<file path="src/mrad_pkg.sv">
// Shared types and constants of the memory region access decoder.
// Holds the command and status codes and the beat that travels down the cell chain.
// Depends on nothing; every other file imports it.
package mrad_pkg;

    localparam int MAX_REGIONS = 16;
    localparam int IDX_W       = (MAX_REGIONS > 1) ? $clog2(MAX_REGIONS) : 1;
    localparam int CNT_W       = $clog2(MAX_REGIONS + 1);
    localparam int ADDR_W      = 64;
    localparam int BYTES_W     = 4;
    localparam int IDX_OUT_W   = 4;
    localparam int S_DATA_W    = 136;
    localparam int M_DATA_W    = 72;

    typedef enum logic [1:0] {
        CMD_CLEAR  = 2'd0,
        CMD_APPEND = 2'd1,
        CMD_PHYS   = 2'd2,
        CMD_LIN    = 2'd3
    } cmd_t;

    typedef enum logic [2:0] {
        ST_OK        = 3'd0,
        ST_NO_REGION = 3'd1,
        ST_PAST_END  = 3'd2,
        ST_RO_WRITE  = 3'd3,
        ST_FULL      = 3'd4,
        ST_REJECT    = 3'd5
    } status_t;

    typedef struct packed {
        cmd_t                cmd;
        logic [ADDR_W-1:0]   addr;
        logic [ADDR_W-1:0]   size;
        logic                read_only;
        logic                linear;
        logic [BYTES_W-1:0]  bytes;
        logic                is_write;
        logic                wr_en;
        logic [IDX_W-1:0]    tgt;
        logic [ADDR_W-1:0]   lstart;
        status_t             status;
        logic                hit;
        logic [IDX_W-1:0]    idx;
        logic [ADDR_W-1:0]   off;
        logic [ADDR_W-1:0]   len;
        logic                locked;
    } token_t;

    typedef struct packed {
        status_t                status;
        logic [IDX_OUT_W-1:0]   region_index;
        logic [ADDR_W-1:0]      offset;
    } result_t;

endpackage

</file>
<file path="src/mrad_check.sv">
// Final access check of the decoder: turns the beat leaving the chain into a result.
// Depends on mrad_pkg for the token, result and status types.
module mrad_check
    import mrad_pkg::*;
(
    input  token_t  tok,
    output result_t res
);

    logic [ADDR_W-1:0] room;

    always_comb begin
        room = tok.len - tok.off;
        res  = '0;
        case (tok.cmd)
            CMD_CLEAR: begin
                res.status = ST_OK;
            end
            CMD_APPEND: begin
                res.status = tok.status;
                if (tok.status == ST_OK) begin
                    res.region_index = IDX_OUT_W'(tok.tgt);
                end
            end
            CMD_PHYS, CMD_LIN: begin
                if (!tok.hit) begin
                    res.status = ST_NO_REGION;
                end else begin
                    res.region_index = IDX_OUT_W'(tok.idx);
                    res.offset       = tok.off;
                    if (tok.is_write && tok.locked) begin
                        res.status = ST_RO_WRITE;
                    end else if ({{(ADDR_W-BYTES_W){1'b0}}, tok.bytes} > room) begin
                        res.status = ST_PAST_END;
                    end else begin
                        res.status = ST_OK;
                    end
                end
            end
            default: begin
                res.status = ST_NO_REGION;
            end
        endcase
    end

endmodule
</file>
<file path="config.mk">
export PLATFORM = sky130hd
export DESIGN_NAME = mrad_check
export DESIGN_NICKNAME = d
export VERILOG_FILES = /design/src/mrad_pkg.sv /design/src/mrad_check.sv
export SDC_FILE = /design/constraint.sdc
export NUM_CORES = 1
export LEC_CHECK = 0
export BUFFER_PORTS_ARGS = -buffer_cell sky130_fd_sc_hd__buf_2
export CAP_MARGIN = 20
export CORE_AREA = 5 5 156 158
export DETAILED_ROUTE_END_ITERATION = 7
export DIE_AREA = 0 0 161 163
export GPL_TIMING_DRIVEN = 1
export PLACE_DENSITY_LB_ADDON = 0.05
export RECOVER_POWER = 50
export SLEW_MARGIN = 20
export SYNTH_ARGS = -nofsm -noshare
export SYNTH_HDL_FRONTEND = slang
export SYNTH_SLANG_ARGS = --single-unit
export TNS_END_PERCENT = 20
</file>
<file path="constraint.sdc">
create_clock -name vclk -period 10.18
set_clock_uncertainty 0.15 [all_clocks]
set_input_delay 1.527 -clock vclk [all_inputs]
set_output_delay 1.527 -clock vclk [all_outputs]
set_load 0.05 [all_outputs]
</file>
* After elaboration in Yosys (flattened, before gate mapping)
Index checks and enable logic that the tools add are counted.
** Word-level totals
- Register bits :: 0
- Output and inout bits :: 71
** Cells by class
- $add $sub $neg :: 1
- $lt $le $gt $ge :: 1
- Equality and inequality tests :: 3
- Mux-type cells :: 8
- Reductions and logical operators :: 4
** Operators with widths (count)
- 68-bit 2-to-1 mux :: 1
- 4-bit by 64-bit greater-than comparator with 1-bit output :: 1
- 64-bit 2-to-1 mux :: 1
- 64-bit subtractor :: 1
- 3-bit case mux with 3 select lines :: 1
- 4-bit case mux with 2 select lines :: 1
- 3-bit 2-to-1 mux :: 2
- 2-bit == test, second input constant :: 2
- 4-bit 2-to-1 mux :: 1
- 3-bit logical NOT :: 1
- 2-bit by 1-bit == test with 1-bit output, second input constant :: 1
- 2-bit logical NOT :: 1
- 2-bit 2-to-1 mux :: 1
- 2-bit OR reduction :: 1
- 1-bit logical AND :: 1

* Depth between registers and ports, before layout
- Depth after elaboration :: 6
- Depth in mapped cells :: 16
- Gate-level depth less buffers :: 16

* Worst setup path after synthesis
Ideal clock, no wire load.
- Kind :: input to output
- From :: input tok[1] (netlist bit)
- To :: output res[69] (netlist bit)
- Arrival time :: 5305 ps
- Required time :: 8503 ps
- Setup slack :: 3198 ps
- Stages on the path :: 15
- Cells stage by stage :: inv_1 ha_1 fa_1 nor2b_1 o31ai_1 a21oi_1 o2111ai_1 o31ai_2 a31o_2 mux2_2 a41oi_2 o211ai_1 or4b_1 or4_1 o221ai_1
** RTL lines
- start, declared :: line mrad_check.sv:6 : input token_t tok,
- end, declared :: line mrad_check.sv:7 : output result_t res

==> results.toml <==
[power_and_ir_drop]
ir_drop_v = 0.0000232
p_per_area_nw_per_um2 = 67.4
leakage_nw = 3.17

[finish]
n_clock_buffer = 0
n_fill_cell = 2703
seqCellArea_sq_um = 0
n_antenna_cell = 0
seq_cells = 0
nets = 1443
syn2layout_area_growth_pct = 22.5
drive_gt1_frac = 0.210

[critical_path]
cp_data_required_time_ns = 8.50
cp_max_fo = 7
path_cells = "buf_2 > inv_1 > ha_1 > nand2_1 > or4_1 > nor2_1 > o21ai_0 > a211oi_1 > o21bai_1 > a211oi_1 > o21ai_0 > a21oi_1 > or4b_1 > or4_1 > o221ai_1 > buf_2"
path_class = "input port to primary output"
worstSetupStartpointType = "input port"
crit_slowest_cell = "a211oi_1"
end_kind = "primary output"
crit_family = "simple AND/OR/NAND/NOR gates"
max_stage_delay_ns = 0.67
crit_buf_inv = 3
cp-startpoint = "tok[82]"
cp_data_arrival_time_ns = 6.18

[timing]
min_period_ns = 7.86
hold_viol = 0
worst_pin_slew_ns = 2.87
fin_tns_setup_ns = 0
slew_violations = 64
fin_hold_ws_ns = 3.30
timing.fmax_mhz = 127
finalSetupViolCount = 0
period_share = 0.772
slew_headroom = -0.910
rsz0062_at_grt = "no"

[floorplan]
coreArea_sq_um = 23000
dieArea_sq_um = 26200
rows = 56
die_h_um = 163
start_util = 0.228
die_w_um = 161
io_pins = 414

[synth]
synth_area_per_cell_sq_um = 6.15
synth_fp_nets = 1265
syn_area_sq_um = 5250
synthCells = 853
synth_top_cell_area_share = 0.162
synth_top_cell_by_area = "ha_1"
yosysUniqueCellTypes = 79
synthMostInstantiatedCell = "nor2_1"
seq_area_frac_synth = 0
synth_common_cells = "123 x nor2_1, 88 x a21oi_1, 84 x nand2_1"
synthTopCellsByArea = "ha_1 16%, nor2_1 8.8%, a21oi_1 8.4%, nand2_1 6.0%, inv_1 5.9%"
yosys_warnings = 0

[hold_path]
min-delay-start = "tok[113]"
hold_path.class = "input port to primary output"

[global_route]
antenna_found_initial = 2
grt_pass1_vias = 6695
track_usage = 0.175
grt_start_max_net_pins = 64
grt_pass1_wl_um = 37400
grt_overflow = 0

[cts]
cts_setup_buffers = 0
cts_resized = 0
hold_buffers = 0

[route]
drt-total-wl_um = 24400
wire_per_inst_um = 18.5
dr_total_vias = 6717
drt-vias-per-instance = 5.09
route.detailed.drc = 0
dr.first_iter.drc_count = 388
ant_nets = 0
drt_pass1_iterations = 5

[run_status]
violations = "max-capacitance violations, max-slew violations"
outcome = "complete, but fails checks"

[flow_run]
maxCapViolations = 1

[placed_design]
globalplace.congestion = 0.875
hpwlAfterDp_um = 21400
port_buffers = 219
[final timing paths]
kind | endpoint | slack, ns | cells past startpoint
hold / removal | res[48] | 3.30 | 4
setup / recovery | res[69] | 2.32 | 16
[layer usage]
layer  vias up  track usage  share of wire
met3        18       0.0291          0.064
met4         4       0.0167          0.010
met5         -            0        0.00082
li1       3442            -              -
met1      3016        0.276           0.54
met2       237        0.253           0.39
[report_power, final]
part / leakage (nW) / internal (mW) / switching, mW / total [mW]
combinational: 3.17 / 0.152 / 0.281 / 0.433
clock: 0 / 0 / 0 / 0
sequential: 0 / 0 / 0 / 0
total: 3.17 / 0.152 / 0.281 / 0.433
[cell families (layout without fill, tap and decap cells)]
group           count (synthesis)  in the layout  share of synthesized area
compound gates                275            275                      0.350
simple gates                  336            336                      0.299
mux                             8              8                     0.0162
xor+xnor                       38             38                     0.0634
buf+inv                       127            303                      0.106
fa+ha+maj                      69             69                      0.166
[through the flow]
step	worst slack (ns)	area (sq um)	instances	util	total power, mW
final	2.32	6430	1319	0.280	0.433
after global routing	2.06	6430	1319	0.280	0.479
after CTS	2.33	6480	1319	0.282	0.434
after detailed placement	2.34	6480	1319	0.282	0.431
after global placement	2.35	6480	1319	0.282	0.434
after floorplan	3.20	5250	853	-	0.303
[layout make-up]
cell class                 instances  area, sq um  share of cell area
inverter                          82          308              0.0479
multi-input combinational        726         4700               0.730
timing repair buffer             221         1060               0.166
tap                              290          363              0.0564
[tightest hold or removal path, cell delays in order]
cell    delay [ns]
buf_2         0.10
inv_1         0.06
nor2_1        0.04
buf_2         0.20
[cells in the final DEF, fill, tap and decap left out, drive strengths merged, types with 8 or more instances in the layout]
cell type    n
a211oi       8
and3         8
nor3        15
nor2       123
a21o        23
o31ai        8
o21a        14
a31oi       12
o211ai      10
buf        186
nand4       32
o21bai      10
clkbuf      35
a21oi       88
nand2       85
inv         82
o21ai       46
xnor2       16
ha          68
xor2        22
nor4        10
nand3       23
No activity file was read; power rests on OpenSTA's default activity.
