**src/mrad_pkg.sv**
```systemverilog
// Shared types and constants of the memory region access decoder.
// Holds the command and status codes and the beat that travels down the cell chain.
// Depends on nothing; every other file imports it.
package mrad_pkg;

    localparam int MAX_REGIONS = 16;
    localparam int IDX_W       = (MAX_REGIONS > 1) ? $clog2(MAX_REGIONS) : 1;
    localparam int CNT_W       = $clog2(MAX_REGIONS + 1);
    localparam int ADDR_W      = 64;
    localparam int BYTES_W     = 4;
    localparam int IDX_OUT_W   = 4;
    localparam int S_DATA_W    = 136;
    localparam int M_DATA_W    = 72;

    typedef enum logic [1:0] {
        CMD_CLEAR  = 2'd0,
        CMD_APPEND = 2'd1,
        CMD_PHYS   = 2'd2,
        CMD_LIN    = 2'd3
    } cmd_t;

    typedef enum logic [2:0] {
        ST_OK        = 3'd0,
        ST_NO_REGION = 3'd1,
        ST_PAST_END  = 3'd2,
        ST_RO_WRITE  = 3'd3,
        ST_FULL      = 3'd4,
        ST_REJECT    = 3'd5
    } status_t;

    typedef struct packed {
        cmd_t                cmd;
        logic [ADDR_W-1:0]   addr;
        logic [ADDR_W-1:0]   size;
        logic                read_only;
        logic                linear;
        logic [BYTES_W-1:0]  bytes;
        logic                is_write;
        logic                wr_en;
        logic [IDX_W-1:0]    tgt;
        logic [ADDR_W-1:0]   lstart;
        status_t             status;
        logic                hit;
        logic [IDX_W-1:0]    idx;
        logic [ADDR_W-1:0]   off;
        logic [ADDR_W-1:0]   len;
        logic                locked;
    } token_t;

    typedef struct packed {
        status_t                status;
        logic [IDX_OUT_W-1:0]   region_index;
        logic [ADDR_W-1:0]      offset;
    } result_t;

endpackage

```
**src/mrad_cell.sv**
```systemverilog
// One region cell of the decoder chain: holds one table entry and compares the passing beat.
// Depends on mrad_pkg for the token type and command codes.
module mrad_cell
    import mrad_pkg::*;
(
    input  logic             aclk,
    input  logic             aresetn,
    input  logic             adv,
    input  logic [IDX_W-1:0] cell_id,
    input  logic             tv_in,
    input  token_t           tok_in,
    output logic             tv_out,
    output token_t           tok_out
);

    logic [ADDR_W-1:0] base_reg;
    logic [ADDR_W-1:0] len_reg;
    logic [ADDR_W-1:0] lstart_reg;
    logic              ro_reg;
    logic              lin_reg;
    logic              valid_reg;
    logic              tv_reg;
    token_t            tok_reg;

    logic [ADDR_W-1:0] op_base;
    logic [ADDR_W:0]   diff;
    logic              in_range;
    logic              elig;
    token_t            tok_next;

    always_comb begin
        op_base  = (tok_in.cmd == CMD_LIN) ? lstart_reg : base_reg;
        diff     = {1'b0, tok_in.addr} - {1'b0, op_base};
        in_range = !diff[ADDR_W] && (diff[ADDR_W-1:0] < len_reg);
        elig     = valid_reg && in_range &&
                   ((tok_in.cmd == CMD_PHYS) || ((tok_in.cmd == CMD_LIN) && lin_reg));
        tok_next = tok_in;
        if (elig && !tok_in.hit) begin
            tok_next.hit    = 1'b1;
            tok_next.idx    = cell_id;
            tok_next.off    = diff[ADDR_W-1:0];
            tok_next.len    = len_reg;
            tok_next.locked = ro_reg;
        end
    end

    always_ff @(posedge aclk) begin
        if (!aresetn) begin
            tv_reg    <= 1'b0;
            valid_reg <= 1'b0;
        end else if (adv) begin
            tv_reg <= tv_in;
            if (tv_in && (tok_in.cmd == CMD_CLEAR)) begin
                valid_reg <= 1'b0;
            end else if (tv_in && (tok_in.cmd == CMD_APPEND) && tok_in.wr_en &&
                         (tok_in.tgt == cell_id)) begin
                valid_reg <= 1'b1;
            end
        end
    end

    always_ff @(posedge aclk) begin
        if (adv) begin
            tok_reg <= tok_next;
            if (tv_in && (tok_in.cmd == CMD_APPEND) && tok_in.wr_en &&
                (tok_in.tgt == cell_id)) begin
                base_reg   <= tok_in.addr;
                len_reg    <= tok_in.size;
                ro_reg     <= tok_in.read_only;
                lin_reg    <= tok_in.linear;
                lstart_reg <= tok_in.lstart;
            end
        end
    end

    assign tv_out  = tv_reg;
    assign tok_out = tok_reg;

endmodule

```
**config.mk**
```make
export PLATFORM = sky130hd
export DESIGN_NAME = mrad_cell
export DESIGN_NICKNAME = d
export VERILOG_FILES = /design/src/mrad_pkg.sv /design/src/mrad_cell.sv
export SDC_FILE = /design/constraint.sdc
export NUM_CORES = 1
export LEC_CHECK = 0
export ABC_AREA = 0
export BUFFER_PORTS_ARGS = -buffer_cell sky130_fd_sc_hd__buf_4
export CAP_MARGIN = 25
export CORE_AREA = 8 8 265 267
export CTS_BUF_LIST = sky130_fd_sc_hd__clkbuf_4
export CTS_CLUSTER_DIAMETER = 150
export CTS_CLUSTER_SIZE = 40
export DETAILED_ROUTE_END_ITERATION = 12
export DIE_AREA = 0 0 273 275
export PLACE_DENSITY = 0.65
export RECOVER_POWER = 25
export REMOVE_ABC_BUFFERS = 1
export SLEW_MARGIN = 5
export SYNTH_ARGS = -nofsm -noshare
export SYNTH_HDL_FRONTEND = slang
export SYNTH_SLANG_ARGS = --single-unit
```
**constraint.sdc**
```tcl
create_clock -name aclk -period 36.8 [get_ports aclk]
set_clock_uncertainty 0.05 [all_clocks]
set_input_delay 5.52 -clock aclk [delete_from_list [all_inputs] [get_ports aclk]]
set_output_delay 5.52 -clock aclk [all_outputs]
set_load 0.01 [all_outputs]
```
After elaboration in Yosys (flattened, before gate mapping)
Index checks and enable logic that the tools add are counted.
{ "totals": {"reg_bits": 539, "latchBits": 0, "mem_bits_rw": 0, "romBits": 0, "out_inout_bits": 344, "n_memories": 0} }
{ "classes": {"addsub": 1, "n_mul": 0, "div": 0, "order_cmp": 1, "eq_ne": 4, "shift": 0, "n_mux": 4, "bitwise": 0, "n_reduce_logical": 16} }
{ "op_table": {"columns": ["operator", "count"], "rows": [
  ["two-way mux 133 bit", 1],
  ["subtractor 64 x 64 -> 65 bit", 1],
  ["less-than comparator 64 bit", 1],
  ["two-way mux 64 bit", 1],
  ["logical AND 1 bit", 9],
  ["equality test 2 bit, second input constant", 2],
  ["equality test 4 bit", 1],
  ["AND reduction 2 bit", 2],
  ["equality test 2 x 1 -> 1 bit, second input constant", 1],
  ["logical NOT 1 bit", 2],
  ["logical NOT 2 bit", 1],
  ["two-way mux 1 bit", 2],
  ["nonzero test 2 bit", 1],
  ["logical OR 1 bit", 1]
]} }

Logic depth before layout (Yosys ltp)
{ "depth": {"depth_word": 9, "depth_mapped": 27, "mapped_depth_nobuf": 23} }

Worst setup path before layout
OpenSTA, ideal clock, no wires.
{ "synth_path": {"kind": "input to register", "from": "in tok_in[342] (netlist name)", "to": "reg base_reg[0] (enable)", "arrival_ns": 24.167, "t_required_ns": 35.522, "path_slack_ns": 11.355, "path_stages": 1, "n_path_buf": 0, "cell_sequence": "nor4_1"} }
{ "synth_between": {"elab_chain_cells": 5} }
{ "synth_rtl": {"columns": ["element", "line", "source"], "rows": [
  ["from (decl)", "mrad_cell.sv:11", "input token_t tok_in,"],
  ["equality test 2 x 1 -> 1 bit", "mrad_cell.sv:65", "if (tv_in && (tok_in.cmd == CMD_APPEND) && tok_in.wr_en &&"],
  ["logical AND 1 bit (3 in series)", "mrad_cell.sv:65", null],
  ["AND reduction 2 bit (no line)", null, null],
  ["to (signal assigned)", "mrad_cell.sv:67", "base_reg <= tok_in.addr;"],
  ["to (decl)", "mrad_cell.sv:16", "logic [ADDR_W-1:0] base_reg;"]
]} }
No other way between the ends.
A chain may end at the register's enable or synchronous reset.

==> flow_summary.json <==
{
  "status": "finished clean",
  "grt_pass1_wl_mm": 116,
  "slew_violations": 0,
  "max_slew.worst_pin.slew_ns": 0.962,
  "synthAdderAreaFrac_pct": 6.64,
  "critPathKind": "input pin to register",
  "synth_edf_count": 537,
  "yosysSeqAreaShare_pct": 66.7,
  "antenna_found_initial": 8,
  "path_clk_slew_ns": 0.38,
  "htree_levels": 1,
  "r2r-end": "tok_out[122]",
  "hold_path_depth": 2,
  "synthCells": 1682,
  "share_comb_of_total_power_pct": 19.3,
  "synthXorXnorAreaFrac_pct": 2.24,
  "period_share_pct": 35.5,
  "hold-path-endpoint": "valid_reg",
  "globalRouteMet2Util_pct": 36.1,
  "intPower_mw": 0.838,
  "p_sw_mw": 0.311,
  "ir_drop_v": 0.0000427,
  "setup_tns_ns": 0,
  "grt_pass1_vias": 17100,
  "drt_iter0_drc": 1333,
  "avgSynthCellArea_um2": 14.4,
  "worst_setup_path_start_kind": "input pin",
  "ff2ff_path_depth": 23,
  "cp_max_fo": 78,
  "drcViolationCount": 0,
  "synth_compound_area_share_pct": 9.23,
  "power.density_mw_per_mm2": 38.3,
  "fp.dieW_um": 273,
  "rrSetupSlack_ns": 29.43,
  "fin_crit_ns": 13.07,
  "netlist-cell-type-count": 82,
  "largest_reg_flops": 343,
  "grt.busiest_layer": "met2",
  "syn_area_mm2": 0.0242,
  "synth_ff_type": "edfxtp_1",
  "numCtsBuffers": 17,
  "pwr-share-clk_pct": 18.1,
  "grt_util_all_layers_pct": 20.6,
  "finalWirelength_mm": 82.2,
  "hp-start": "valid_reg",
  "yosys-top-cells-count": "537 x edfxtp_1, 142 x nand2_1, 127 x ha_1, 93 x a21oi_1, 85 x inv_1",
  "rows": 95,
  "ant_nets": 0,
  "cts_tree": "built",
  "synthTopCellsByArea": "edfxtp_1 67%, ha_1 6.6%, mux2_1 2.7%, mux2i_1 2.6%, nand2_1 2.2%",
  "power_mw": 1.15,
  "clk_latency_ns": 0.94,
  "portBuffers": 694,
  "grt_use_met3_pct": 4.32,
  "dieArea_mm2": 0.0751,
  "rsz0062_at_grt": "no",
  "synthSimpleGateAreaFrac_pct": 6.73,
  "end_kind": "register",
  "ys_warn_count": 0,
  "arrival_ns": 13.75,
  "start_util_pct": 36.6,
  "grt-ovfl-total": 0,
  "synth_top_area_share_pct": 66.5,
  "power_leakage_nw": 12.0,
  "synth_top_family_by_area": "compound AO/OA/AOI/OAI gates",
  "yosysMostFrequentCell": "edfxtp_1",
  "netSwitchingFraction_pct": 27.1,
  "slew_headroom_pct": 35.9,
  "clk_path_buf_depth": 3,
  "cts_sinks": 539,
  "cp.required_ns": 37.48,
  "core_mm2": 0.0663,
  "cts_setup_buffers": 0,
  "yosys-mux-area-fraction_pct": 5.79,
  "viasPerCell": 5.17,
  "cts_resized": 0,
  "dpl_cell_area_mm2": 0.0303,
  "via_count": 16700,
  "layout.nets": 2835,
  "grt_max_degree": 109,
  "chipHeight_um": 275,
  "post_drt_wl_per_cell_um": 25.4,
  "drv_cap": 0,
  "synth_async_sr_flop_share_pct": 0,
  "synth_area_leader_cell": "edfxtp_1",
  "hold_class": "register to register",
  "cts_hold_buf": 0,
  "clock_tree.root_cell": "clkbuf_4",
  "firstDrtPassIters": 7,
  "hold_viol": 0,
  "dp_hpwl_mm": 66.5,
  "setup-violations-final": 0,
  "ys_seq_elements": 539,
  "max_freq_ghz": 0.0765,
  "seqPwrFrac_pct": 62.6,
  "timing.rr.start": "base_reg[1]",
  "drive_above_1_share_pct": 26.5,
  "met1_usage_pct": 26.0,
  "globalplace.congestion": 0.905,
  "syn_to_final_growth_pct": 23.7,
  "final_area_mm2": 0.0300,
  "io_pins": 695
}
## kinds of logic (layout without fill, tap and decap cells)
logic type,Yosys count,count (layout)
xor+xnor,62,62
compound gates,348,348
simple gates,336,336
buf+inv,138,817
other cells,0,4
flops,539,539
fa+ha+maj,128,128
mux,131,131
## metrics by stage
| step | setup WS [ns] | utilization, % | hold WS, ns | cells |
|---|---|---|---|---|
| after global placement | 22.99 | 45.7 | 0.425 | 3210 |
| after detailed placement | 22.76 | 45.7 | 0.440 | 3210 |
| final | 23.73 | 45.2 | 0.466 | 3238 |
| after global routing | 23.18 | 45.2 | 0.501 | 3238 |
| after floorplan | 11.36 | - | 0.405 | 1630 |
| after CTS | 23.86 | 46.1 | 0.467 | 3234 |
## critical path: stages
cell,delay (ns)
clkbuf_1,0.17
nand2_4,0.45
buf_4,0.65
mux2_2,0.41
ha_1,0.21
fa_1,0.40
nand2b_1,0.18
a21oi_1,0.25
o31ai_2,0.17
a21bo_2,0.25
o21ai_2,0.35
a41oi_1,0.26
o31ai_1,0.34
xor2_1,0.15
ha_1,0.32
nand4_1,0.14
or3_1,0.48
nor4_1,0.36
and3_1,0.24
nor4b_2,0.22
a2111o_1,0.20
or2_4,0.57
buf_4,0.80
a211oi_1,0.09
or3_1,0.39
## worst max path at each step
stage / from / cells past startpoint / to
global placement: tok_in[342] / 24 / tok_out[0]
global route: tok_in[342] / 24 / tok_out[67]
finish: tok_in[342] / 25 / tok_out[122]
floorplan: tok_in[342] / 1 / base_reg[0]
detailed placement: tok_in[342] / 25 / tok_out[122]
CTS: tok_in[342] / 26 / tok_out[122]
## power by group through the flow
stage,registers (mW),logic (mW),clock network [mW]
2_1_floorplan,0.749,0.0801,0
3_3_place_gp,0.733,0.228,0
3_5_place_dp,0.734,0.230,0
4_1_cts,0.720,0.231,0.219
5_1_grt,0.723,0.239,0.233
6_report,0.720,0.222,0.208
## layout make-up
| type | instances | area (µm²) |
|---|---|---|
| fillers | 6119 | 36300 |
| flip-flops and latches | 539 | 16200 |
| multi-input cells | 1005 | 7450 |
| repair buffers | 707 | 4740 |
| well taps | 873 | 1090 |
| inverters | 86 | 323 |
| clock buffers | 21 | 158 |
| clock inverters | 3 | 55.1 |
| diodes | 4 | 10.0 |
## placed cells by master, fill, tap and decap left out, types with 18 or more instances in the layout
master    count
nand3_1      25
mux2_1       59
buf_4       514
a21o_1       31
ha_1        127
inv_1        85
nor2_1       56
clkbuf_4     60
nand4_1      30
a21oi_1      93
clkbuf_1    152
mux2i_1      63
nand2_1     141
nor3_1       18
o21ai_1      61
xor2_1       22
o21ai_0      55
xnor2_1      40
edfxtp_1    537
## per-layer routing
metal / wire [µm] / vias to the layer above
met1: 33700 / 8270
li1: - / 7750
met5: 24 / -
met2: 41000 / 650
met3: 5610 / 75
met4: 1840 / 4
Note: power is estimated with default switching activity, not from simulation.
